$ cat config.mk
export PLATFORM = sky130hd
export DESIGN_NAME = stp_div
export DESIGN_NICKNAME = d
export VERILOG_FILES = /design/src/hw/rtl/stp_pkg.sv /design/src/hw/rtl/stp_div.sv
export SDC_FILE = /design/constraint.sdc
export NUM_CORES = 1
export LEC_CHECK = 0
export BUFFER_PORTS_ARGS = -buffer_cell sky130_fd_sc_hd__buf_2
export CAP_MARGIN = 20
export CORE_MARGIN = 3
export CORE_UTILIZATION = 56
export CTS_CLUSTER_SIZE = 12
export DETAILED_ROUTE_END_ITERATION = 8
export PLACE_DENSITY = 0.79
export SLEW_MARGIN = 20
export SYNTH_ARGS = -nofsm -noshare
export SYNTH_HDL_FRONTEND = slang
export SYNTH_SLANG_ARGS = --single-unit
$ cat constraint.sdc
create_clock -name clk -period 3.3 [get_ports clk]
set_input_delay 0.495 -clock clk [delete_from_list [all_inputs] [get_ports clk]]
set_output_delay 0.495 -clock clk [all_outputs]
set_load 0.01 [all_outputs]
$ cat src/hw/rtl/stp_pkg.sv
// ----------------------------------------------------------------------------
// stp_pkg
// Shared types and constants of the softmax temperature policy unit.
// ----------------------------------------------------------------------------
package stp_pkg;

  // Sequencer states
  typedef enum logic [4:0] {
    ST_IDLE,
    ST_SUM,
    ST_PREP,
    ST_BEST,
    ST_SCAN,
    ST_HOT,
    ST_WRD,
    ST_WNUM,
    ST_WSUB,
    ST_WCHK,
    ST_WDIV,
    ST_WEXP,
    ST_WWR,
    ST_NRD,
    ST_NDAT,
    ST_NDIV,
    ST_NWR,
    ST_RESP,
    ST_RDWAIT
  } stp_state_t;

  // Transaction modes
  localparam logic MODE_LOAD = 1'b0;
  localparam logic MODE_READ = 1'b1;

  // Configuration register indexes
  localparam logic CFG_TEMPERATURE = 1'b0;
  localparam logic CFG_CENTRE      = 1'b1;

  // Register reset values
  localparam logic [15:0] TEMP_RESET   = 16'd256;
  localparam logic        CENTRE_RESET = 1'b1;

  // Arithmetic constants
  localparam int EXP_LIMIT   = 50;
  localparam int LOG2E_Q16   = 94548;
  localparam int POLY_A      = 43024;
  localparam int POLY_B      = 10256;
  localparam int ONE_Q16     = 65536;
  localparam int EXP_K_LIMIT = 17;
  localparam int PROB_MAX    = 65535;

  // Quotient bits of the shared divider, exp argument and weight widths
  localparam int DIV_QW = 21;
  localparam int WGT_W  = 17;

endpackage

$ cat src/hw/rtl/stp_div.sv
// ----------------------------------------------------------------------------
// stp_div
// Restoring divider, one quotient bit per cycle, fixed quotient width.
// The caller guarantees dividend < divisor * 2**DIV_QW.
// ----------------------------------------------------------------------------
module stp_div #(
  parameter int DW = 27
) (
  input  logic                             clk,
  input  logic                             rst_n,
  input  logic                             start,
  input  logic [DW+stp_pkg::DIV_QW-1:0]    dividend,
  input  logic [DW-1:0]                    divisor,
  output logic                             done,
  output logic [stp_pkg::DIV_QW-1:0]       quotient
);
  import stp_pkg::*;

  localparam int CNT_W = $clog2(DIV_QW + 1);

  logic [DW-1:0]     rem_r;
  logic [DW-1:0]     div_r;
  logic [DIV_QW-1:0] low_r;
  logic [CNT_W-1:0]  cnt_r;
  logic              busy_r;
  logic              done_r;
  logic [DW:0]       trial;
  logic              take;

  // Bring down the next dividend bit and try the subtract
  assign trial = {rem_r, low_r[DIV_QW-1]};
  assign take  = (trial >= {1'b0, div_r});

  // Control
  always_ff @(posedge clk) begin
    if (!rst_n) begin
      busy_r <= 1'b0;
      done_r <= 1'b0;
      cnt_r  <= '0;
    end else if (start) begin
      busy_r <= 1'b1;
      done_r <= 1'b0;
      cnt_r  <= CNT_W'(DIV_QW);
    end else if (busy_r) begin
      busy_r <= (cnt_r != CNT_W'(1));
      done_r <= (cnt_r == CNT_W'(1));
      cnt_r  <= cnt_r - 1'b1;
    end else begin
      done_r <= 1'b0;
    end
  end

  // Datapath: quotient bits shift into the low word
  always_ff @(posedge clk) begin
    if (start) begin
      rem_r <= dividend[DW+DIV_QW-1:DIV_QW];
      low_r <= dividend[DIV_QW-1:0];
      div_r <= divisor;
    end else if (busy_r) begin
      rem_r <= take ? DW'(trial - {1'b0, div_r}) : trial[DW-1:0];
      low_r <= {low_r[DIV_QW-2:0], take};
    end
  end

  assign done     = done_r;
  assign quotient = low_r;

`ifndef SYNTHESIS
  a_start_idle: assert property (@(posedge clk) disable iff (!rst_n)
    start |-> !busy_r)
    else $error("divider started while busy");
`endif

endmodule

Word-level counts from Yosys, hierarchy flattened:

Index checks and enable logic that the tools add are counted.

* memory bits (writable): 0
* input bits: 78
* register bits after elaboration: 82
* bits in latches: 0
* memories: 0
* bits in read-only memories: 0
* output and inout bits: 22

* multiplexer cells: 9
* reductions and logical operators: 3
* add/subtract/negate cells: 2
* multiply operators: 0
* $lt $le $gt $ge: 1
* eq/ne operators: 2
* div/mod/pow operators: 0
* shifts and indexed selects: 0
* bitwise operators: 2

Operators by type and width (count)
* $mux 27: 3
* $mux 21: 2
* $ge 28x27->1: 1
* $sub 27x27->27: 1
* $mux 5: 2
* $eq 5x1->1 const B: 1
* $ne 5x1->1 const B: 1
* $sub 5x1->5 const B: 1
* $reduce_or 3->1: 1
* $mux 1: 2
* $not 1->1: 2
* $reduce_bool 2->1: 1
* $reduce_or 2->1: 1

Longest topological paths before layout:

Gate-level depths: netlist (run 1).

* depth in word-level cells: 4
* mapped depth: 12
* depth with buffers taken out: 11

Worst setup path before layout (run 1):

OpenSTA, ideal clock, no wires.

* path type: reg2reg
* start: register low_r[20] (netlist: quotient[20])
* end: register rem_r[10], data pin
* data required time: 3.034 ns
* setup time: 0.266 ns
* slack: 0.537 ns
* arrival time: 2.497 ns
* stages on the path, launching flop included: 13
* path through: edfxtp_1 -> inv_1 -> ha_1 -> fa_1 -> nand2b_1 -> a21oi_2 -> o41ai_4 -> o2111ai_1 -> nand2_1 -> a21oi_2 -> buf_4 -> mux2i_1 -> o21ai_1

* longest elaborated chain between the ends: 4
* elaborated cells between the ends (all ways): 5
* classes of those cells: add/sub (1); order compare (1); mux (3)

Ends and longest elaborated chain
* from (decl): RTL line stp_div.sv:23 `logic [DIV_QW-1:0] low_r;`
* from (signal assigned): RTL line stp_div.sv:57 `low_r <= dividend[DIV_QW-1:0];`
* from (signal assigned): RTL line stp_div.sv:61 `low_r <= {low_r[DIV_QW-2:0], take};`
* $sub 27x27->27 or $ge 28x27->1 (tied branches): RTL line stp_div.sv:60, stp_div.sv:32
* $mux 27 (*): RTL line stp_div.sv:60 `rem_r <= take ? DW'(trial - {1'b0, div_r}) : trial[DW-1:0];`
* $mux 27 (*): RTL line stp_div.sv:59 `end else if (busy_r) begin`
* $mux 27 (*): RTL line stp_div.sv:55 `if (start) begin`
* to (signal assigned): RTL line stp_div.sv:56 `rem_r <= dividend[DW+DIV_QW-1:DIV_QW];`
* to (signal assigned): RTL line stp_div.sv:60
* to (decl): RTL line stp_div.sv:21 `logic [DW-1:0] rem_r;`

Every way passes the cells marked *; elsewhere a longest branch is shown, timed or not. The select of a mux whose other input is x is not followed.
A chain may end at the register's enable or synchronous reset.

Worst setup path in the final report (run 1):

* start: register low_r[20] (netlist: quotient[20])
* end: register rem_r[0], data pin

Same word-level chain as after synthesis.

==> results of run 1 <==
==> sequential cells by signal, summed over array words and instances, names as in the netlist <==
signal,cells
busy_r,1
done,1
quotient,21
rem_r,27
cnt_r,5
div_r,27
==> worst max-delay path: stages, from the launching register on <==
cell	delay [ns]
edfxtp_1	0.35
inv_1	0.06
ha_1	0.23
fa_1	0.42
nand2b_1	0.20
a21oi_2	0.24
o41ai_4	0.14
o2111ai_1	0.19
nand2_1	0.15
a21oi_4	0.27
buf_6	0.25
mux2_4	0.32
o21ai_1	0.11
==> metal layers <==
metal  part of all wire [%]  routed length, um
met1                     44               4963
met2                     46               5257
met3                    7.8                882
met4                    2.0                225
met5                      0                  0
==> kinds of logic (layout without fill, tap and decap cells) <==
logic type                 after synthesis  after routing  synth area share (%)
DFF                                     82             82                 47.08
adders and majority gates               30             30                 7.535
buffers and inverters                   53            159                 4.334
xor gates and xnor gates                26             26                 4.482
AOI/OAI and AO/OA                      112            112                 15.78
and+or+nand+nor                        129            129                 12.12
muxes                                   41             41                 8.668
==> worst paths after layout <==
check,end,start,slack [ns],cells past startpoint
setup / recovery,rem_r[0],quotient[20],0.24,12
hold / removal,div_r[3],divisor[3],0.29,1
setup reg to reg,rem_r[0],quotient[20],0.24,12
hold reg to reg,cnt_r[1],cnt_r[1],0.50,2
==> area by class of cell <==
| type | count | area share [%] |
|---|---|---|
| Clock inverter | 7 | 1.293 |
| Clock buffer | 9 | 2.098 |
| Multi-Input combinational cell | 338 | 41.99 |
| Sequential cell | 82 | 40.53 |
| Inverter | 36 | 2.289 |
| Timing Repair Buffer | 107 | 9.517 |
| Tap cell | 108 | 2.289 |
==> cells in the mapped netlist (all sizes together), types with 11 or more instances <==
cell / count / area share, %
a21oi: 28 / 3.1
nor2: 18 / 1.3
o21ai: 37 / 3.9
buf: 11 / 1.2
mux2: 21 / 4.7
inv: 36 / 2.7
xor2: 11 / 1.9
edfxtp: 75 / 44
nand2: 58 / 4.3
ha: 29 / 7.1
xnor2: 15 / 2.6
mux2i: 20 / 3.9
==> per-stage QoR <==
step	hold slack (ns)	total power, W
after floorplan	0.4684	0.003024
after global placement	0.4838	0.003397
after detailed placement	0.4871	0.003448
after CTS	0.2731	0.004232
after global routing	0.2594	0.004518
final	0.2911	0.004239
==> power by group through the flow <==
| stage | clock (W) | sequential (W) | combinational [W] |
|---|---|---|---|
| after floorplan | 0 | 0.00147 | 0.00155 |
| final | 0.000765 | 0.00147 | 0.00200 |
| after CTS | 0.000777 | 0.00147 | 0.00198 |
| after global routing | 0.000821 | 0.00149 | 0.00220 |
| after detailed placement | 0 | 0.00149 | 0.00196 |
| after global placement | 0 | 0.00149 | 0.00191 |
==> what timing repair did <==
action	in CTS	in global routing
endpoints found under the setup margin	0	5
buffers inserted	0	0
hold buffers	0	0
gates resized for setup	0	1
==> impl_metrics.py, run 1 <==
metrics = {
    "drt": {
        "totalWireLength_um": 11330,
        "ant_nets": 0,
        "drt_iter0_markers": 245,
        "num_vias": 3978,
        "wl_per_cell_um": 16.49,
        "drc": 0,
        "viasPerCell": 5.790,
        "dr.pass1.iters": 5,
    },
    "job": {
        "maxCapViolCount": 0,
    },
    "final_layout": {
        "multiInputGateArea_um2": 2479,
        "fillers": 696,
        "final_area_um2": 5903,
        "seq_area_um2": 2392,
        "finish.utilization_pct": 67.36,
        "syn_to_final_growth_pct": 16.18,
        "nets": 682,
        "drive_above_1_share_pct": 28.15,
        "final_common_cell": "buf_2",
        "finalNonFillerCells": 687,
        "mostFrequentLayoutCells": "buf_2 (98), edfxtp_1 (75), nand2_1 (57), inv_1 (35), ha_1 (29)",
        "antennaDiodeCount": 0,
    },
    "grt": {
        "antenna_found_initial": 0,
        "grt_overflow": 0,
        "grt_pass1_wl_um": 18360,
        "global_route.usage.met2_pct": 36.17,
        "gr-usage-met1_pct": 29.63,
        "busiest_layer": "met2",
        "grt_pass1_vias": 3893,
        "grt_use_total_pct": 22.74,
        "grt_use_met3_pct": 7.713,
        "grt_max_degree": 61,
    },
    "sta": {
        "min_period_ns": 3.063,
        "fin_ws_ns": 0.2372,
        "worst-slew-pin-transition_ns": 0.6477,
        "hold_viol": 0,
        "max_slew_margin_pct": 56.82,
        "grt_setup_unrepaired": "no",
        "drv_slew": 0,
        "max_freq_mhz": 326.5,
        "skew_ns": 0.01121,
        "setup_violations": 0,
        "tns_ns": 0,
        "finalCritPeriodShare_pct": 92.81,
    },
    "logic_synthesis": {
        "yosys_warnings": 0,
        "avgSynthCellArea_um2": 10.74,
        "synth-seq-cells": 82,
        "yosysUniqueCellTypes": 65,
        "syn_area_um2": 5081,
        "syn_inst": 473,
        "syn-num-nets": 581,
        "async_reset_ff_share_pct": 0,
        "synth-edff-count": 75,
        "synth_ff_type": "edfxtp_1",
        "ys_seq_area_share_pct": 47.08,
    },
    "die": {
        "ios": 100,
        "die_w_um": 101.3,
        "initial_core_util_pct": 57.98,
        "row_count": 34,
        "coreArea_um2": 8763,
        "die_area_um2": 10250,
        "chipHeight_um": 101.3,
    },
    "power_and_ir_drop": {
        "clock_power_share_pct": 18.0,
        "p_switching_w": 0.001637,
        "p_comb_share_pct": 47.2,
        "p_leak_nw": 2.557,
        "p_int_w": 0.002602,
        "p_sw_share_pct": 38.61,
        "p_per_area_nw_per_um2": 718.0,
        "sequentialPowerShare_pct": 34.8,
        "ir_drop_uv": 370.1,
    },
    "worst_hold_path": {
        "min_path_type": "in2reg",
    },
    "placed_design": {
        "place_hpwl_um": 8240,
        "place_congestion": 0.9009,
        "port_buffers": 99,
        "dpl.cell_count": 671,
        "pre_cts_ws_ns": 0.1929,
        "place_area_um2": 5699,
    },
    "critical_path": {
        "critical_path_class": "reg2reg",
        "endpoint_kind": "flop",
        "cp.required_ns": 3.52,
        "critPathLaunchType": "flop",
        "critPathMaxFanout": 17,
        "cp.arrival_ns": 3.29,
    },
    "clocking": {
        "tritoncts": "done",
        "clk_pin_slew_ns": 0.10,
        "htree_num_levels": 3,
        "clock-sinks": 82,
        "clockRootBuffer": "clkbuf_8",
        "cts_made_buffers": 9,
        "clock_path_buffers": 2,
        "clk_latency_ns": 0.37,
    },
    "run_status": {
        "status": "finished, final reports clean",
    },
}
Note: power is estimated with default switching activity, not from simulation.
==> run 2: changes to the inputs <==
--- a/config.mk
+++ b/config.mk
@@ -5,10 +5,11 @@
 export SDC_FILE = /design/constraint.sdc
 export NUM_CORES = 1
 export LEC_CHECK = 0
+export ABC_AREA = 1
 export BUFFER_PORTS_ARGS = -buffer_cell sky130_fd_sc_hd__buf_2
 export CAP_MARGIN = 20
 export CORE_MARGIN = 3
-export CORE_UTILIZATION = 56
+export CORE_UTILIZATION = 57
 export CTS_CLUSTER_SIZE = 12
 export DETAILED_ROUTE_END_ITERATION = 8
 export PLACE_DENSITY = 0.79
==> impl_metrics.py, run 2 <==
metrics = {
    "job": {
        "maxCapViolCount": 0,
    },
    "logic_synthesis": {
        "yosysMostFrequentCell": "nand2_1",
        "avgSynthCellArea_um2": 7.379,
        "synth_top_family_by_area": "simple AND/OR/NAND/NOR gates",
        "syn_inst": 800,
        "syn-num-nets": 908,
        "yosysTopAreaCellShare_pct": 38.15,
        "synth_xor_area_share_pct": 1.780,
        "yosysUniqueCellTypes": 38,
        "ys_seq_area_share_pct": 40.53,
        "yosys.area.top_type": "edfxtp_1",
        "synth_area_leaders": "edfxtp_1 (38%), nand2_1 (21%), inv_1 (8.6%)",
        "synthSimpleGateAreaFrac_pct": 37.37,
        "synth.area.mux_share_pct": 0,
        "yosys_warnings": 0,
        "syn_area_um2": 5903,
        "synth_ff_type": "edfxtp_1",
        "synth-edff-count": 75,
        "synth_compound_area_share_pct": 3.095,
        "synth_fa_ha_area_share_pct": 6.486,
        "synth_common_cells": "nand2_1 (327), inv_1 (135), edfxtp_1 (75)",
        "synth-seq-cells": 82,
        "async_reset_ff_share_pct": 0,
    },
    "sta": {
        "tns_ns": 0,
        "worst-slew-pin-transition_ns": 0.8275,
        "skew_ns": 0.009599,
        "setup_violations": 0,
        "min_period_ns": 2.638,
        "max_freq_mhz": 379.1,
        "hold_viol": 0,
        "fin_ws_ns": 0.6624,
        "grt_setup_unrepaired": "no",
        "max_slew_margin_pct": 44.83,
        "finalCritPeriodShare_pct": 79.93,
        "drv_slew": 0,
    },
    "clocking": {
        "clk_pin_slew_ns": 0.09,
        "clock_path_buffers": 2,
        "clk_latency_ns": 0.37,
        "tritoncts": "done",
        "clockRootBuffer": "clkbuf_8",
        "htree_num_levels": 3,
        "cts.hold.buffers_added": 0,
        "clock-sinks": 82,
        "postCtsSetupRepairBufs": 0,
        "cts_made_buffers": 9,
        "cts_resized": 0,
    },
    "critical_path": {
        "cp.arrival_ns": 2.87,
        "crit_path_frequent_cell": "nand2_1",
        "cp.required_ns": 3.54,
        "endpoint_kind": "flop",
        "reg2reg_slack_ns": 0.66,
        "critPathLaunchType": "flop",
        "critical_path_class": "reg2reg",
        "crit_slowest_cell": "fa_1",
        "critPathMaxFanout": 25,
        "worst_path_largest_cell_delay_ns": 0.40,
        "path_cells": "inv_1 > ha_1 > fa_1 > inv_1 > nand2_1 > a21oi_2 > nand2_1 > nand3_2 > nand3_4 > buf_4 > nand3b_1 > nand3_1 > nand2_1",
    },
    "grt": {
        "grt_pass1_vias": 5089,
        "grt_pass1_wl_um": 23900,
        "grt_use_total_pct": 26.11,
        "grt_max_degree": 78,
        "grt_overflow": 0,
        "antenna_found_initial": 0,
    },
    "power_and_ir_drop": {
        "ir_drop_uv": 364.9,
        "p_switching_w": 0.001571,
        "p_per_area_nw_per_um2": 576.1,
        "p_leak_nw": 3.575,
        "p_sw_share_pct": 40.66,
        "p_int_w": 0.002292,
        "clock_power_share_pct": 19.6,
        "p_comb_share_pct": 44.6,
        "sequentialPowerShare_pct": 35.8,
    },
    "drt": {
        "dr.pass1.iters": 5,
        "viasPerCell": 5.101,
        "drc": 0,
        "drt_iter0_markers": 334,
        "wl_per_cell_um": 13.94,
        "ant_nets": 0,
        "num_vias": 5285,
        "totalWireLength_um": 14450,
    },
    "placed_design": {
        "place_hpwl_um": 10960,
        "place_congestion": 0.9287,
        "port_buffers": 99,
        "pre_cts_ws_ns": 0.6796,
    },
    "final_layout": {
        "drive_above_1_share_pct": 18.27,
        "mostFrequentLayoutCells": "nand2_1 (326), inv_1 (135), buf_2 (99), edfxtp_1 (75), nand3_1 (46)",
        "nets": 1006,
        "final_common_cell": "nand2_1",
        "multiInputGateArea_um2": 2879,
        "syn_to_final_growth_pct": 13.59,
        "antennaDiodeCount": 0,
        "fillers": 894,
        "seq_area_um2": 2392,
    },
    "die": {
        "initial_core_util_pct": 59.57,
        "coreArea_um2": 9910,
        "chipHeight_um": 107.8,
        "row_count": 36,
        "ios": 100,
        "die_area_um2": 11610,
        "die_w_um": 107.8,
    },
    "worst_hold_path": {
        "min_path_type": "in2reg",
    },
    "run_status": {
        "status": "finished, final reports clean",
    },
}
[run 2: cell types whose count changed after synthesis, moves of 24 or more]
cell	delta
inv_1	+100
nand2_1	+269
nand2_2	+24
nand3b_1	+27
nand3_1	+36
[run 2: critical path, delay by kind of cell (launching register included)]
family | cells | cell delay, ns
simple gates | 7 | 0.85
fa+ha+maj | 2 | 0.62
buf+inv | 3 | 0.46
flops | 1 | 0.36
compound gates | 1 | 0.21
[run 2: cell type report]
| class | instances | share of cell area (%) |
|---|---|---|
| clock inverter | 5 | 0.6158 |
| inverter | 138 | 7.725 |
| clock buffer | 11 | 2.426 |
| sequential | 82 | 35.68 |
| timing repair buffer | 104 | 8.136 |
| multi-input combinational | 563 | 42.94 |
| tap | 133 | 2.482 |
[run 2: kinds of logic after synthesis]
group | Yosys count
XOR/XNOR | 12
AND/OR/NAND/NOR | 490
adder cells (fa/ha/maj) | 30
AO/OA/AOI/OAI | 31
flip-flops | 82
buffers and inverters | 155
[run 2: power groups by stage]
stage / logic, W / registers [W] / clock network, W
detailed placement: 0.00170 / 0.00140 / 0
global placement: 0.00168 / 0.00140 / 0
global route: 0.00196 / 0.00140 / 0.000808
finish: 0.00172 / 0.00138 / 0.000756
CTS: 0.00171 / 0.00138 / 0.000765
floorplan: 0.00132 / 0.00140 / 0
[run 2: path summary, 6_finish.rpt]
kind	start	endpoint	cells past startpoint
max	quotient[20]	rem_r[16]	13
min reg2reg	cnt_r[3]	cnt_r[3]	2
min	divisor[5]	div_r[5]	1
max reg2reg	quotient[20]	rem_r[16]	13
[run 2: layer usage]
layer	track usage, %	wire length (um)	vias to the layer above
li1	-	-	2699
met1	36.89	6649	2370
met2	40.59	6377	191
met3	5.399	1126	25
met4	7.665	294	0
met5	0	0	-
[run 2: through the flow]
stage	instance area (um^2)	utilization, %	std cells	total power, W	hold slack (ns)
finish	6705	67.66	1036	0.003863	0.2907
global route	6705	67.66	1036	0.004170	0.2721
CTS	6705	67.66	1036	0.003862	0.2806
detailed placement	6501	65.61	1020	0.003105	0.5039
global placement	6501	65.61	1020	0.003074	0.4846
floorplan	5903	-	800	0.002728	0.4752
==> run 3: changes to the inputs <==
--- a/config.mk
+++ b/config.mk
@@ -5,11 +5,11 @@
 export SDC_FILE = /design/constraint.sdc
 export NUM_CORES = 1
 export LEC_CHECK = 0
-export ABC_AREA = 1
+export ABC_AREA = 0
 export BUFFER_PORTS_ARGS = -buffer_cell sky130_fd_sc_hd__buf_2
 export CAP_MARGIN = 20
 export CORE_MARGIN = 3
-export CORE_UTILIZATION = 57
+export CORE_UTILIZATION = 56
 export CTS_CLUSTER_SIZE = 12
 export DETAILED_ROUTE_END_ITERATION = 8
 export PLACE_DENSITY = 0.79
==> constraint.sdc (replaced) <==
create_clock -name clk -period 2.7 [get_ports clk]
set_input_delay 0.405 -clock clk [delete_from_list [all_inputs] [get_ports clk]]
set_output_delay 0.405 -clock clk [all_outputs]
set_load 0.01 [all_outputs]
==> impl_metrics.py, run 3 (synthesized netlist as in run 1, its figures left out) <==
metrics = {
    "grt": {
        "grt_use_total_pct": 23.97,
        "grt_overflow": 0,
        "grt_pass1_wl_um": 19360,
        "antenna_found_initial": 0,
        "grt_pass1_vias": 4159,
        "grt_max_degree": 102,
    },
    "drt": {
        "drc": 0,
        "drt_iter0_markers": 299,
        "totalWireLength_um": 12220,
        "num_vias": 4163,
        "dr.pass1.iters": 5,
        "wl_per_cell_um": 16.88,
        "ant_nets": 0,
        "viasPerCell": 5.750,
    },
    "final_layout": {
        "drive_above_1_share_pct": 37.99,
        "nets": 719,
        "mostFrequentLayoutCells": "buf_2 (98), edfxtp_1 (75), nand2_1 (56), buf_4 (37), inv_1 (34)",
        "syn_to_final_growth_pct": 28.52,
        "finish.utilization_pct": 74.51,
        "finalNonFillerCells": 724,
        "final_common_cell": "buf_2",
        "antennaDiodeCount": 0,
    },
    "critical_path": {
        "cp.arrival_ns": 2.81,
        "critPathMaxFanout": 7,
        "cp.required_ns": 2.81,
        "reg2reg_depth": 10,
        "crit_slowest_cell": "edfxtp_1",
        "path_depth": 10,
        "endpoint_kind": "flop",
        "cp_num_buf_inv": 2,
        "critPathLaunchType": "flop",
        "path_cells": "ha_2 > a21o_1 > o41ai_4 > o2111ai_2 > nand2_2 > a21oi_4 > buf_12 > buf_12 > and2_1 > a221o_1",
        "worst_path_largest_cell_delay_ns": 0.41,
        "crit_path_frequent_cell": "buf_12",
        "cp_top_family": "compound AO/OA/AOI/OAI gates",
        "critical_path_class": "reg2reg",
    },
    "power_and_ir_drop": {
        "p_leak_nw": 2.783,
        "ir_drop_uv": 403.6,
        "p_per_area_nw_per_um2": 917.0,
        "total_power_w": 0.005988,
    },
    "clocking": {
        "clockRootBuffer": "clkbuf_8",
        "cts_made_buffers": 9,
        "htree_num_levels": 3,
        "clk_pin_slew_ns": 0.09,
        "tritoncts": "done",
        "clock_path_buffers": 2,
        "cts.hold.buffers_added": 0,
        "clk_latency_ns": 0.36,
        "clock-sinks": 82,
    },
    "job": {
        "maxCapViolCount": 0,
    },
    "placed_design": {
        "place_congestion": 0.9078,
        "dpl.cell_count": 697,
        "place_hpwl_um": 8409,
        "pre_cts_ws_ns": -0.09059,
        "port_buffers": 99,
    },
    "sta": {
        "hold_viol": 0,
        "skew_ns": 0.006776,
        "min_period_ns": 2.701,
        "finalCritPeriodShare_pct": 100.1,
        "worst-slew-pin-transition_ns": 0.5312,
        "grt_setup_unrepaired": "yes",
        "fin_ws_ns": -0.001400,
        "max_slew_margin_pct": 64.46,
        "drv_slew": 0,
        "setup_violations": 1,
        "max_freq_mhz": 370.2,
    },
    "run_status": {
        "status": "finished, violations left",
        "failed_checks": "setup timing",
    },
    "die": {
        "ios": 100,
        "die_w_um": 101.3,
        "initial_core_util_pct": 57.98,
        "row_count": 34,
        "chipHeight_um": 101.3,
        "coreArea_um2": 8763,
        "die_area_um2": 10250,
    },
    "worst_hold_path": {
        "min_path_type": "in2reg",
        "worstHoldPathCells": 1,
    },
}
==> run 3: routing by layer <==
metal / GRT usage (%) / share of wire (%) / wire length (um) / vias up
met4: 7.975 / 1.6 / 195 / 0
met2: 40.90 / 50 / 6095 / 151
met3: 6.267 / 6.7 / 820 / 17
li1: - / - / - / 2013
met1: 29.61 / 42 / 5110 / 1982
met5: 0 / 0 / 0 / -
==> run 3: final cells by class <==
cell class                 count  area (um^2)
clock inverter                 6        66.31
tap                          108        135.1
sequential                    82         2392
timing repair buffer         144        929.6
clock buffer                  10        127.6
inverter                      36        135.1
multi-input combinational    338         2744
fill                         620         2233
==> run 3: final timing paths <==
kind	start	to	slack, ns
worst max-delay path	rem_r[4]	rem_r[25]	-0.001
worst min-delay path	divisor[26]	div_r[26]	0.22
worst max register to register	rem_r[4]	rem_r[25]	-0.001
worst min register to register	cnt_r[1]	cnt_r[1]	0.51
==> run 3: where the power goes <==
group | internal [W] | switching (W) | total (W)
Clock | 0.000429 | 0.000458 | 0.000888
Combinational | 0.00161 | 0.00168 | 0.00329
Sequential | 0.00167 | 0.000139 | 0.00181
==> run 3: worst reg2reg max path, stage by stage, from the launching register on <==
cell	delay [ns]
edfxtp_1	0.41
ha_2	0.36
a21o_1	0.22
o41ai_4	0.35
o2111ai_2	0.17
nand2_2	0.11
a21oi_4	0.06
buf_12	0.15
buf_12	0.14
and2_1	0.17
a221o_1	0.32
==> run 3: metrics by stage <==
stage / TNS, ns / instance area [um^2] / hold slack [ns]
6_report: -0.001400 / 6530 / 0.2191
5_1_grt: -1.646 / 6530 / 0.2014
4_1_cts: 0 / 6354 / 0.1981
3_5_place_dp: -1.004 / 5962 / 0.4964
3_3_place_gp: 0 / 5962 / 0.4839
2_1_floorplan: 0 / 5102 / 0.4684
==> run 3: what timing repair did <==
action | in CTS | in global routing
endpoints found under the hold margin | 0 | 0
pin swaps | 8 | 9
gates cloned | 1 | 0
buffers inserted | 4 | 6
gates resized for setup | 21 | 26
endpoints found under the setup margin | 23 | 25
