## src/hw/rtl/stp_pkg.sv

```systemverilog
// ----------------------------------------------------------------------------
// stp_pkg
// Shared types and constants of the softmax temperature policy unit.
// ----------------------------------------------------------------------------
package stp_pkg;

  // Sequencer states
  typedef enum logic [4:0] {
    ST_IDLE,
    ST_SUM,
    ST_PREP,
    ST_BEST,
    ST_SCAN,
    ST_HOT,
    ST_WRD,
    ST_WNUM,
    ST_WSUB,
    ST_WCHK,
    ST_WDIV,
    ST_WEXP,
    ST_WWR,
    ST_NRD,
    ST_NDAT,
    ST_NDIV,
    ST_NWR,
    ST_RESP,
    ST_RDWAIT
  } stp_state_t;

  // Transaction modes
  localparam logic MODE_LOAD = 1'b0;
  localparam logic MODE_READ = 1'b1;

  // Configuration register indexes
  localparam logic CFG_TEMPERATURE = 1'b0;
  localparam logic CFG_CENTRE      = 1'b1;

  // Register reset values
  localparam logic [15:0] TEMP_RESET   = 16'd256;
  localparam logic        CENTRE_RESET = 1'b1;

  // Arithmetic constants
  localparam int EXP_LIMIT   = 50;
  localparam int LOG2E_Q16   = 94548;
  localparam int POLY_A      = 43024;
  localparam int POLY_B      = 10256;
  localparam int ONE_Q16     = 65536;
  localparam int EXP_K_LIMIT = 17;
  localparam int PROB_MAX    = 65535;

  // Quotient bits of the shared divider, exp argument and weight widths
  localparam int DIV_QW = 21;
  localparam int WGT_W  = 17;

endpackage

```

## src/hw/rtl/stp_exp.sv

```systemverilog
// ----------------------------------------------------------------------------
// stp_exp
// Four-stage pipelined fixed-point 2**(-m*log2e) weight, Q16 result.
// ----------------------------------------------------------------------------
module stp_exp (
  input  logic                            clk,
  input  logic                            rst_n,
  input  logic                            in_vld,
  input  logic [stp_pkg::DIV_QW-1:0]      m,
  output logic                            out_vld,
  output logic [stp_pkg::WGT_W-1:0]       weight
);
  import stp_pkg::*;

  logic [37:0]      prod1;
  logic [31:0]      prod2;
  logic [31:0]      prod3;
  logic [5:0]       k1_r, k2_r, k3_r;
  logic [15:0]      f1_r, f2_r;
  logic [15:0]      a2_r;
  logic [WGT_W-1:0] p3_r;
  logic [WGT_W-1:0] w_r;
  logic [3:0]       vld_r;

  assign prod1 = 38'(m) * 38'(LOG2E_Q16);
  assign prod2 = 32'(f1_r) * 32'(POLY_B);
  assign prod3 = 32'(f2_r) * 32'(a2_r);

  // Valid shift line
  always_ff @(posedge clk) begin
    if (!rst_n) begin
      vld_r <= '0;
    end else begin
      vld_r <= {vld_r[2:0], in_vld};
    end
  end

  // Stages: scale by log2e, polynomial inner term, outer term, shift by k
  always_ff @(posedge clk) begin
    k1_r <= prod1[37:32];
    f1_r <= prod1[31:16];
    k2_r <= k1_r;
    f2_r <= f1_r;
    a2_r <= 16'(32'(POLY_A) - {16'd0, prod2[31:16]});
    k3_r <= k2_r;
    p3_r <= WGT_W'(32'(ONE_Q16) - {16'd0, prod3[31:16]});
    w_r  <= (k3_r >= 6'(EXP_K_LIMIT)) ? '0 : (p3_r >> k3_r);
  end

  assign out_vld = vld_r[3];
  assign weight  = w_r;

endmodule

```

## config.mk

```make
export PLATFORM = sky130hd
export DESIGN_NAME = stp_exp
export DESIGN_NICKNAME = d
export VERILOG_FILES = /design/src/hw/rtl/stp_pkg.sv /design/src/hw/rtl/stp_exp.sv
export SDC_FILE = /design/constraint.sdc
export NUM_CORES = 1
export LEC_CHECK = 0
export BUFFER_PORTS_ARGS = -buffer_cell sky130_fd_sc_hd__buf_2
export CAP_MARGIN = 20
export CORE_AREA = 4 4 154 215
export DETAILED_ROUTE_END_ITERATION = 8
export DIE_AREA = 0 0 158 219
export HOLD_SLACK_MARGIN = 0.03
export PLACE_DENSITY = 0.76
export RECOVER_POWER = 100
export SLEW_MARGIN = 40
export SYNTH_ARGS = -nofsm -noshare
export SYNTH_HDL_FRONTEND = slang
export SYNTH_SLANG_ARGS = --single-unit
```

## constraint.sdc

```tcl
create_clock -name clk -period 15.3 [get_ports clk]
set_input_delay 3.06 -clock clk [delete_from_list [all_inputs] [get_ports clk]]
set_output_delay 3.06 -clock clk [all_outputs]
set_load 0.02 [all_outputs]
```

* Word-level counts from Yosys, hierarchy flattened
Cells that the tools add are included.
W data, S select, Z words.
** Cells by class
- $mul :: 3
- Shift-type cells :: 1
- $add $sub $neg :: 2
- $lt $le $gt $ge :: 1
** Operators by type and width (number)
- $mul A21 B15 Y36 const B :: 1
- $mul A16 B16 Y32 :: 1
- $mul A16 B10 Y26 const B :: 1
- $shr A17 B6 Y17 :: 1
- $sub A17 B16 Y17 const A :: 1
- $sub A16 B14 Y16 const A :: 1
- $ge A6 B5 Y1 const B :: 1
** Word-level totals
- Input bits :: 24
- Output and inout port bits :: 18
- Register bits :: 104
- Logic and storage cells :: 16

* Depth between registers and ports, before layout
Gate-level depths: netlist of the first run.
- Word-level depth :: 2
- Depth in mapped cells :: 28
- Depth with buffers taken out :: 27

* Worst setup path before layout of the first run
No wires, ideal clock.
- Kind :: input port to flip-flop
- Start :: input m[10] in the netlist's numbering
- End :: register k1_r[5]
- Data required time :: 15.179 ns
- Path buffers :: 0
- Library setup time :: 0.121 ns
- Stages :: 20
- Setup slack :: 7.251 ns
- Arrival :: 7.928 ns
- Path through :: ha_1 fa_1 inv_1 fa_1 fa_1 inv_1 fa_1 fa_1 ha_1 a21o_1 a21o_1 a21oi_1 o21ai_0 a21o_1 a21oi_1 o41ai_1 o31a_1 a21boi_0 o21ba_2 xnor2_1
** On the way
- Cells in the longest elaborated chain, start to end :: 1
** RTL lines
- from (decl) :: line stp_exp.sv:9 : input logic [stp_pkg::DIV_QW-1:0] m,
- $mul A21 B15 Y36 :: line stp_exp.sv:25 : assign prod1 = 38'(m) * 38'(LOG2E_Q16);
- net prod1[37] :: line stp_exp.sv:15 : logic [37:0] prod1;
- to (signal assigned) :: line stp_exp.sv:40 : k1_r <= prod1[37:32];
- to (decl) :: line stp_exp.sv:18 : logic [5:0] k1_r, k2_r, k3_r;
The timed path passes the listed nets, and every way through them passes these cells.
A chain may end at the register's enable or synchronous reset.

* Worst setup path after layout of the first run
- Start :: register f2_r[10]
- End :: register p3_r[13]
** On the way
- Cells in the longest elaborated chain, start to end :: 2
** RTL lines
- from (decl) :: line stp_exp.sv:19 : logic [15:0] f1_r, f2_r;
- from (signal assigned) :: line stp_exp.sv:43 : f2_r <= f1_r;
- $mul A16 B16 Y32 :: line stp_exp.sv:27 : assign prod3 = 32'(f2_r) * 32'(a2_r);
- $sub A17 B16 Y17 :: line stp_exp.sv:46 : p3_r <= WGT_W'(32'(ONE_Q16) - {16'd0, prod3[31:16]});
- to (signal assigned) :: line stp_exp.sv:46
- to (decl) :: line stp_exp.sv:21 : logic [WGT_W-1:0] p3_r;
Every way passes these cells.

==> results of run 1 <==
worst min-delay path by stage:
stage	startpoint	endpoint	slack, ps	depth (start not counted)
after floorplan	k1_r[0]	k2_r[0]	310	0
after global placement	k1_r[0]	k2_r[0]	310	0
after detailed placement	k2_r[1]	k3_r[1]	310	0
after CTS	k2_r[1]	k3_r[1]	320	0
after global routing	k2_r[1]	k3_r[1]	320	0
final	k2_r[1]	k3_r[1]	320	0
cell type report:
type                       count  area (um^2)
multi-input combinational   1379        14700
fill                        2625        12200
sequential                   104         2080
inverter                     382         1430
tap                          395          494
clock buffer                   9          225
timing repair buffer          41          179
clock inverter                 7         66.3
antenna                        1         2.50
synth_stat cells, types with 3 or more instances:
cell / count / area, um^2
and4_1: 4 / 35.0
o211ai_1: 3 / 22.5
a31oi_1: 8 / 50.1
o41ai_1: 3 / 26.3
xnor2_1: 43 / 377
dfxtp_1: 104 / 2080
a21oi_1: 60 / 300
mux2_2: 6 / 67.6
clkbuf_1: 43 / 161
inv_1: 382 / 1430
o31ai_1: 3 / 22.5
o22ai_1: 6 / 37.5
and2_1: 111 / 694
nand4_1: 6 / 37.5
o21a_1: 6 / 45.0
nor2_1: 43 / 161
nand2b_1: 8 / 50.1
a21boi_0: 4 / 30.0
nor3_1: 21 / 105
a21o_2: 3 / 26.3
a21o_1: 18 / 135
o21ai_0: 32 / 160
nor2b_1: 7 / 43.8
xor2_1: 33 / 289
nand2_1: 187 / 702
o21bai_1: 7 / 52.6
and3_1: 9 / 56.3
nand3_1: 16 / 80.1
a211oi_1: 7 / 52.6
or3_1: 6 / 37.5
fa_1: 296 / 5930
a221oi_1: 3 / 26.3
mux2i_1: 23 / 230
nor4_1: 4 / 25.0
ha_1: 344 / 4300
flip-flops by register name, indices dropped and copies added (netlist names):
name and cells:
f2_r 16, k3_r 6, f1_r 16, a2_r 16, vld_r 4, k2_r 6
weight 17, p3_r 17, k1_r 6
through the flow:
step                      area, um^2  worst slack [ps]  hold slack, ps  util (%)
after global routing           19100              6420             319      61.1
after CTS                      19200              7050             323      61.3
after global placement         18900              6800             311      60.4
after floorplan                18400              7250             310         -
after detailed placement       18900              6650             312      60.4
final                          19100              6870             322      61.1
logic make-up (layout without fill, tap and decap cells):
group	after synthesis	in the layout
other	0	1
muxes	29	29
xor gates and xnor gates	76	76
buffers and inverters	430	439
DFF	104	104
AOI/OAI and AO/OA	195	195
and+or+nand+nor	439	439
adders and majority gates	640	640
metal layers:
metal  global-route usage [%]  vias up
met1                     27.0     6500
met5                        0        -
met2                     48.1      310
li1                         -     6111
met3                     2.84      115
met4                     9.79        0
==> impl_results.md, run 1 <==
- Status: finished clean
- Final Slew Violations: 0
- Delay-heaviest family, CP: adder cells
- First-pass GRT wire length: 68.3 mm
- Routed len/inst: 17.5 um
- Pre-antenna DRT Iters: 7
- Most frequent cells in the layout: inv_1 (382), ha_1 (344), fa_1 (296), nand2_1 (187), and2_1 (110)
- Fin crit share: 55.1%
- TritonCTS clock tree: yes
- WL met2: 22.6 mm
- Hold buffer count at CTS: 0
- H-tree Lvls: 3
- Compound-gate portion of the synthesized area: under 10%
- Normalized max-slew margin: 36.4%
- Worst skew pair latency: 380 ps
- Worst Setup SP: f2_r[10]
- Vias in the first global route: 14300
- Area grow syn2layout: 3.98%
- Largest family of logic cells by synthesized area: adder cells
- Core area: between 30000 and 40000 um^2
- Sequential area share after synthesis: 11.3%
- Reg-to-Reg Start: f2_r[10]
- Syn. warnings: 0
- Mux cell area share after synthesis: 1.62%
- Global router's overall resource usage: roughly a quarter
- Final Setup Violations: 0
- Most common cell after layout, fill and taps aside: inv_1
- Worst path cell trace: nand2_1 > fa_1 > fa_1 > fa_1 > inv_1 > fa_1 > fa_1 > inv_1 > fa_1 > inv_1 > ha_1 > a21o_1 > a311o_1 > a21boi_0 > o21ai_0 > o2111a_1 > a2111oi_0 > a311oi_2 > nor4b_1 > nand2_1 > o2111ai_1 > xnor2_1
- Mapped cell area: 18400 um^2
- DRT iter0 DRCs: 640
- Crit path capture type: flip-flop
- Largest stage delay, worst path: 870 ps
- Data required time at the worst endpoint: 15610 ps
- Wire length on met1: 15.1 mm
- Initial Utilization: 58.8%
- Top_reg_cell synth: dfxtp_1
- Clock Path Buffers: 2
- R2R Setup Slk: 6870 ps
- Worst Path Max Fanout: 16
- XOR/XNOR Fraction of Synth Area: 3.62%
- CTS resizes: 0
- CTS sink cnt: 104
- Adder-Cell Fraction of Synth Area: between 50 and 60%
- WS Path Type: flip-flop to flip-flop
- Routed length on met3: 1.23 mm
- Cell count after synthesis: between 1500 and 2000
- Startpoint Class: flip-flop
- R2R depth: 22
- Syn Nets: 2577
- Gr ovfl total: 0
- Max cap viols: 0
- Die H: 219 um
- DRT antenna net count: 0
- RSZ-0062 raised after global routing: false
- Placer Congestion: just under 0.9
- DR DRC count: 0
- Final Net Count: around 2600
- Setup TNS: 0 ps
- Synth unique cells: 79
- Top sig layer: met4
- DIE WIDTH: 158 um
- Clk_skew: 10.3 ps
- # IOs: 42
- Vias per cell: 5.62
- FP Rows: between 70 and 80
- Critical path arrival: 8740 ps
- Vias: approximately 13000
- Syn_area_per_cell: slightly below 10 um^2
- Setup Buffers After CTS: 0
- Top cell by count, worst path: fa_1
- Peak Freq: 119 MHz
- Post-DP HPWL: 34.2 mm
- CP endpoint: p3_r[13]
- WL final: 40.5 mm
- I/O Buffers: between 40 and 50
- Number of synthesized flops with an enable pin: 0
- Levels on crit path: 22
- #FFs+latches synth: 104
- Hold Path Class: flip-flop to flip-flop
- WP buf/inv: 3
- Post-synth ARST share: 0%
- CTS root buf: clkbuf_16
- Die area: 34600 um^2
- Min Tclk post-route: approximately 8400 ps
- Pin count of the biggest net entering global routing: 20
- Initial antenna violation count: 0
- Synth Area in Simple Gates: 11.9%
- Placed cell count: 2301
- Crit-path slowest cell: dfxtp_1
- Slew @ Worst Pin: 941 ps
- Num CTS Buffers: 9
- R2r endpoint: p3_r[13]
- Layout cells sized above 1: 3.02%
- Fin. Hold Viols: 0
- Clk pin slew, worst setup/hold paths: 70 ps
- Final Non-Filler Cells: 2318
Power of run 1 is left out: the tool's default activity adds up to more than one toggle a clock period on the data nets, which glitch-free logic cannot reach.
==> run 2, diff against run 1 <==
--- a/config.mk
+++ b/config.mk
@@ -5,13 +5,14 @@
 export SDC_FILE = /design/constraint.sdc
 export NUM_CORES = 1
 export LEC_CHECK = 0
+export ABC_AREA = 1
 export BUFFER_PORTS_ARGS = -buffer_cell sky130_fd_sc_hd__buf_2
 export CAP_MARGIN = 20
-export CORE_AREA = 4 4 154 215
+export CORE_AREA = 4 4 161 225
 export DETAILED_ROUTE_END_ITERATION = 8
-export DIE_AREA = 0 0 158 219
+export DIE_AREA = 0 0 165 229
 export HOLD_SLACK_MARGIN = 0.03
-export PLACE_DENSITY = 0.76
+export PLACE_DENSITY = 0.79
 export RECOVER_POWER = 100
 export SLEW_MARGIN = 40
 export SYNTH_ARGS = -nofsm -noshare
==> constraint.sdc (replaced) <==
create_clock -name clk -period 7.2 [get_ports clk]
set_input_delay 1.44 -clock clk [delete_from_list [all_inputs] [get_ports clk]]
set_output_delay 1.44 -clock clk [all_outputs]
set_load 0.02 [all_outputs]
==> run 2 against run 1 <==
Compared with the run above:
- critical path depth is 1 higher
- register-to-register slack worse by 6400 ps
- synthesized cell count is 37% higher
- via count up 26%
- setup slack got worse by 6400 ps
- final area rose by 10%
- hold slack gained 4.8 ps
- non-clock buffer count rose by 9
- clock skew decreased by 0.99 ps
- first-iteration DRC count up 41%
- die area up 9.2%
==> impl_results.md, run 2 <==
- CTS sink cnt: 104 (unchanged)
- Most common cell after layout, fill and taps aside: nand2_1
- Normalized max-slew margin: 41.3% (+4.9 points)
- Pre-antenna DRT Iters: 5 (-2)
- WS Path Type: flip-flop to flip-flop
- Reg-to-Reg Start: a2_r[3]
- R2R Setup Slk: 490 ps (-6390 ps)
- # IOs: 42 (unchanged)
- Layout cells sized above 1: 3.66% (+0.65 points)
- Synth top cells by count: nand2_1 (652), inv_1 (639), ha_1 (344)
- Final Slew Violations: 0 (unchanged)
- Global router's overall resource usage: 28.1% (+3.3 points)
- Status: finished clean
- I/O Buffers: 41 (unchanged)
- Top_reg_cell synth: dfxtp_1
- Syn. warnings: 0 (unchanged)
- Number of synthesized flops with an enable pin: 0 (unchanged)
- TritonCTS clock tree: yes
- Data required time at the worst endpoint: 7460 ps (-8150 ps)
- DIE WIDTH: 165 um (+4.4%)
- Slew @ Worst Pin: 879 ps (-61.9 ps)
- Syn_area_per_cell: 7.75 um^2 (-19%)
- Worst path cell trace: nand2_1 > fa_1 > fa_1 > fa_1 > fa_1 > inv_1 > fa_1 > inv_1 > fa_1 > inv_1 > ha_1 > nand2_1 > nor2_1 > inv_1 > nor2_1 > nand2_1 > nand2_1 > xor2_1 > ha_1 > nand2_1 > nor2_1 > nand2_1 > xor2_1
- Setup Buffers After CTS: 0 (unchanged)
- DRT iter0 DRCs: 901 (+41%)
- Delay-heaviest family, CP: adder cells
- Largest stage delay, worst path: 840 ps (-30 ps)
- Hold Path Sink: k2_r[1]
- Min Tclk post-route: 6710 ps (-1710 ps)
- Synth area leaders: fa_1 (29%), ha_1 (21%), nand2_1 (12%)
- Clk_skew: 9.26 ps (-0.988 ps)
- Post-DP HPWL: 43.7 mm (+28%)
- Crit-path slowest cell: dfxtp_1
- Die area: 37800 um^2 (+9.2%)
- Clock Path Buffers: 2 (unchanged)
- WL final: 50.4 mm (+24%)
- Critical path arrival: 6980 ps (-1760 ps)
- Cell count after synthesis: 2623 (+37%)
- Setup TNS: 0 ps (unchanged)
- Worst Path Max Fanout: 16 (unchanged)
- R2R depth: 23 (+4.5%)
- Share of the synthesized area in the top cell type: 29.2% (-3.0 points)
- Antenna cells: 0 (-1)
- Vias in the first global route: 17900 (+25%)
- R2r endpoint: p3_r[8]
- Worst skew pair latency: 370 ps (about the same)
- Crit path capture type: flip-flop
- Biggest area consumer among synthesized cells: fa_1
- DRT antenna net count: 0 (unchanged)
- CTS root buf: clkbuf_16
- Area grow syn2layout: 3.97% (about the same)
- Hold buffer count at CTS: 0 (unchanged)
- Startpoint Class: flip-flop
- Hold depth: 0 (unchanged)
- Hold Path Class: flip-flop to flip-flop
- Core area: 34100 um^2 (+9.0%)
- HP Start: k1_r[1]
- Fin. Hold Viols: 0 (unchanged)
- CTS resizes: 0 (unchanged)
- Num CTS Buffers: 9 (unchanged)
- Initial antenna violation count: 0 (unchanged)
- Final Setup Violations: 0 (unchanged)
- #FFs+latches synth: 104 (unchanged)
- Syn Nets: 3287 (+28%)
- H-tree Lvls: 3 (unchanged)
- DR DRC count: 0 (unchanged)
- Initial Utilization: 59.5% (+0.76 points)
- Clk pin slew, worst setup/hold paths: 70 ps (about the same)
- RSZ-0062 raised after global routing: false
- Mapped cell area: 20300 um^2 (+10%)
- Sequential area share after synthesis: 10.2% (-1.1 points)
- Fin crit share: 93.3% (+38 points)
- Peak Freq: 149 MHz (+26%)
- Gr ovfl total: 0 (unchanged)
- Placer Congestion: 0.970 (+8.8%)
- Final Net Count: 3279 (+27%)
- Pin count of the biggest net entering global routing: 22 (+10%)
- WP buf/inv: 4 (+1)
- FP Rows: 80 (+3.9%)
- Most frequent cells in the layout: nand2_1 (653), inv_1 (639), ha_1 (344), fa_1 (296), nor2_1 (111)
- First-pass GRT wire length: 84.7 mm (+24%)
- Routed len/inst: 16.4 um (-6.2%)
- Vias: 16500 (+26%)
- Top-count cell post-synth: nand2_1
- Max cap viols: 0 (unchanged)
- Vias per cell: 5.36 (-4.7%)
- Post-synth ARST share: 0% (unchanged)
- Die H: 229 um (+4.6%)
- Synth unique cells: 45 (-43%)
run 2: area by class of cell:
cell class,instances,area (um^2)
tap,451,564
fill,3058,13000
clock buffer,11,253
timing repair buffer,50,245
sequential,104,2080
inverter,649,2440
clock inverter,5,37.5
multi-input combinational,1801,15500
run 2: cells by family (layout without fill, tap and decap cells):
group	after synthesis	after routing	synth area share, %
compound gates	167	167	4.50
xor+xnor	46	46	2.09
fa+ha+maj	640	640	50.3
buf+inv	718	715	13.3
flops	104	104	10.2
mux	3	3	0.148
simple gates	945	945	19.4
run 2: through the flow:
stage | instances | instance area, um^2 | setup slack, ps | hold WS [ps] | util (%)
6_report | 3071 | 21100 | 485 | 327 | 61.9
5_1_grt | 3071 | 21100 | 150 | 326 | 61.9
4_1_cts | 3071 | 21200 | 651 | 327 | 62.1
3_5_place_dp | 3055 | 20900 | 687 | 312 | 61.2
3_3_place_gp | 3055 | 20900 | 782 | 311 | 61.2
2_1_floorplan | 2623 | 20300 | 1280 | 310 | -
run 2: worst reg2reg max path: stages (launching register included):
cell     delay (ps)
dfxtp_1         840
nand2_1         200
fa_1            610
fa_1            450
fa_1            500
fa_1            510
inv_1            60
fa_1            540
inv_1            60
fa_1            540
inv_1            50
ha_1            350
nand2_1         140
nor2_1          160
inv_1            80
nor2_1          130
nand2_1          70
nand2_1          70
xor2_1          380
ha_1            250
nand2_1          90
nor2_1          260
nand2_1         120
xor2_1          150
run 2: how the worst max path moves through the flow:
stage,endpoint,slack [ps],cells past startpoint,from
after global routing,p3_r[14],150,26,a2_r[3]
after CTS,p3_r[14],650,26,a2_r[3]
final,p3_r[8],490,23,a2_r[3]
after detailed placement,p3_r[14],690,26,a2_r[3]
after floorplan,p3_r[14],1280,28,a2_r[9]
after global placement,p3_r[14],780,26,f2_r[1]
run 2: metal layers:
metal | vias up | routed length [um] | global-route usage, %
li1 | 7873 | - | -
met1 | 7844 | 18000 | 30.5
met2 | 526 | 26300 | 50.6
met3 | 210 | 2170 | 3.26
met4 | 0 | 3870 | 18.5
met5 | - | 0 | 0
Power of run 2 is left out for the same reason.
==> run 3, diff against run 2 <==
--- a/config.mk
+++ b/config.mk
@@ -8,11 +8,11 @@
 export ABC_AREA = 1
 export BUFFER_PORTS_ARGS = -buffer_cell sky130_fd_sc_hd__buf_2
 export CAP_MARGIN = 20
-export CORE_AREA = 4 4 161 225
+export CORE_AREA = 4 4 168 235
 export DETAILED_ROUTE_END_ITERATION = 8
-export DIE_AREA = 0 0 165 229
+export DIE_AREA = 0 0 172 239
 export HOLD_SLACK_MARGIN = 0.03
-export PLACE_DENSITY = 0.79
+export PLACE_DENSITY = 0.73
 export RECOVER_POWER = 100
 export SLEW_MARGIN = 40
 export SYNTH_ARGS = -nofsm -noshare
==> run 3 against run 2 <==
Compared with the run above:
- routed wire length decreased by 0.58%
- utilization decreased by 5.4 points
- non-clock buffer count decreased by 4
- critical endpoint is now p3_r[14]
- critical path type unchanged
- clock-buffer cell count unchanged
- die area increased by 8.8%
==> impl_results.md, run 3 (synthesis gave the netlist of run 2 again) <==
- Status: finished clean
- Normalized max-slew margin: 40.4% (-0.88 points)
- CTS resizes: 0 (unchanged)
- Vias: 16100 (-2.0%)
- Clk_skew: 9.01 ps (-0.256 ps)
- I/O Buffers: 41 (unchanged)
- Vias in the first global route: 17300 (-3.0%)
- Worst skew pair latency: 370 ps (about the same)
- Pre-antenna DRT Iters: 6 (+1)
- CTS sink cnt: 104 (unchanged)
- Area grow syn2layout: 4.05% (about the same)
- FP Rows: 84 (+5.0%)
- Peak Freq: 149 MHz (+0.36%)
- Placer Congestion: 0.947 (-2.4%)
- Max cap viols: 0 (unchanged)
- Final Setup Violations: 0 (unchanged)
- Fin. Hold Viols: 0 (unchanged)
- Antenna cells: 0 (unchanged)
- WS Path Type: flip-flop to flip-flop
- Most frequent cells in the layout: nand2_1 (653), inv_1 (639), ha_1 (344), fa_1 (296), nor2_1 (111)
- Hold Path Class: flip-flop to flip-flop
- Initial antenna violation count: 0 (unchanged)
- Reg area: 2090 um^2 (+0.18%)
- Num CTS Buffers: 9 (unchanged)
- TritonCTS clock tree: yes
- Hold buffer count at CTS: 0 (unchanged)
- Clk pin slew, worst setup/hold paths: 70 ps (about the same)
- Core area: 37400 um^2 (+9.6%)
- Slew @ Worst Pin: 892 ps (+13.2 ps)
- Reg-to-Reg Start: f2_r[1]
- Crit path capture type: flip-flop
- Global router's overall resource usage: 25.5% (-2.6 points)
- Gr ovfl total: 0 (unchanged)
- WL final: 50.1 mm (-0.58%)
- Critical path arrival: 6960 ps (-20 ps)
- Clock Path Buffers: 2 (unchanged)
- Initial Utilization: 54.3% (-5.2 points)
- Vias per cell: 5.22 (-2.6%)
- Layout cells sized above 1: 3.59% (-0.071 points)
- H-tree Lvls: 3 (unchanged)
- Final Net Count: 3275 (-0.12%)
- Final Slew Violations: 0 (unchanged)
- Routed len/inst: 16.2 um (-1.2%)
- Pin count of the biggest net entering global routing: 22 (unchanged)
- First-pass GRT wire length: 83.5 mm (-1.4%)
- Setup TNS: 0 ps (unchanged)
- Worst Path Max Fanout: 15 (-1)
- RSZ-0062 raised after global routing: false
- Post-DP HPWL: 43.6 mm (-0.35%)
- Filler Cells Inserted: 3464 (+13%)
- Most common cell after layout, fill and taps aside: nand2_1
- Min Tclk post-route: 6690 ps (-24.2 ps)
- DRT antenna net count: 0 (unchanged)
- Startpoint Class: flip-flop
- DR DRC count: 0 (unchanged)
- # IOs: 42 (unchanged)
- Area of the multi-input gates: 15500 um^2 (about the same)
- Worst Setup SP: f2_r[1]
- Data required time at the worst endpoint: 7470 ps (about the same)
- Fin crit share: 92.9% (-0.34 points)
- Die H: 239 um (+4.4%)
- Die area: 41100 um^2 (+8.8%)
- DRT iter0 DRCs: 943 (+4.7%)
- CTS root buf: clkbuf_16
- HP Start: k2_r[5]
- DIE WIDTH: 172 um (+4.2%)
- Setup Buffers After CTS: 0 (unchanged)
==> run 3: cell count changes in the layout (fill, tap and decap cells not counted), moves of 2 or more <==
cell,previous run,this run
dfxtp_2,0,3
clkbuf_1,22,24
dfxtp_1,104,101
buf_4,9,5
clkbuf_8,2,0
inv_6,2,0
clkinv_4,0,2
==> run 3: layer usage <==
metal | routed length (um) | track usage [%]
met1 | 18700 | 27.9
met2 | 27300 | 48.5
met3 | 1710 | 2.83
met4 | 2350 | 11.5
met5 | 0 | 0
==> run 3: area by class of cell <==
type | count | area share (%)
multi-input cells | 1801 | 73.4
well taps | 473 | 2.80
repair buffers | 46 | 1.02
clock buffers | 11 | 1.10
clock inverters | 5 | 0.314
flip-flops and latches | 104 | 9.86
inverters | 649 | 11.5
==> run 3: final timing paths <==
path,to,slack [ps],cells after the start
setup / recovery,p3_r[14],510,26
hold / removal,k3_r[5],320,0
setup reg to reg,p3_r[14],510,26
hold reg to reg,k3_r[5],320,0
==> run 3: critical path, stage by stage (launching register included) <==
cell	delay (ps)
dfxtp_1	880
nand2_1	180
fa_1	500
fa_1	520
fa_1	490
inv_1	50
fa_1	500
fa_1	540
inv_1	50
fa_1	530
inv_1	40
ha_1	310
nand2_1	170
nor2_1	220
inv_2	60
nor2_1	150
nand2_1	70
nand2_1	70
xor2_1	420
ha_1	250
nand2_1	100
clkinv_2	80
nand3_4	90
nor2_4	140
nand2_1	60
nand2_1	60
nand2_1	50
==> run 3: per-stage QoR <==
stage                     instances  hold slack [ps]  utilization (%)  instance area (um^2)  setup WS [ps]
after floorplan                2623              310                -                 20300           1280
after global placement         3073              311             55.9                 20900            735
after detailed placement       3073              312             55.9                 20900            657
after CTS                      3089              321             56.7                 21200            666
after global routing           3089              325             56.5                 21100            158
final                          3089              322             56.5                 21100            510
Power of run 3 is left out for the same reason.
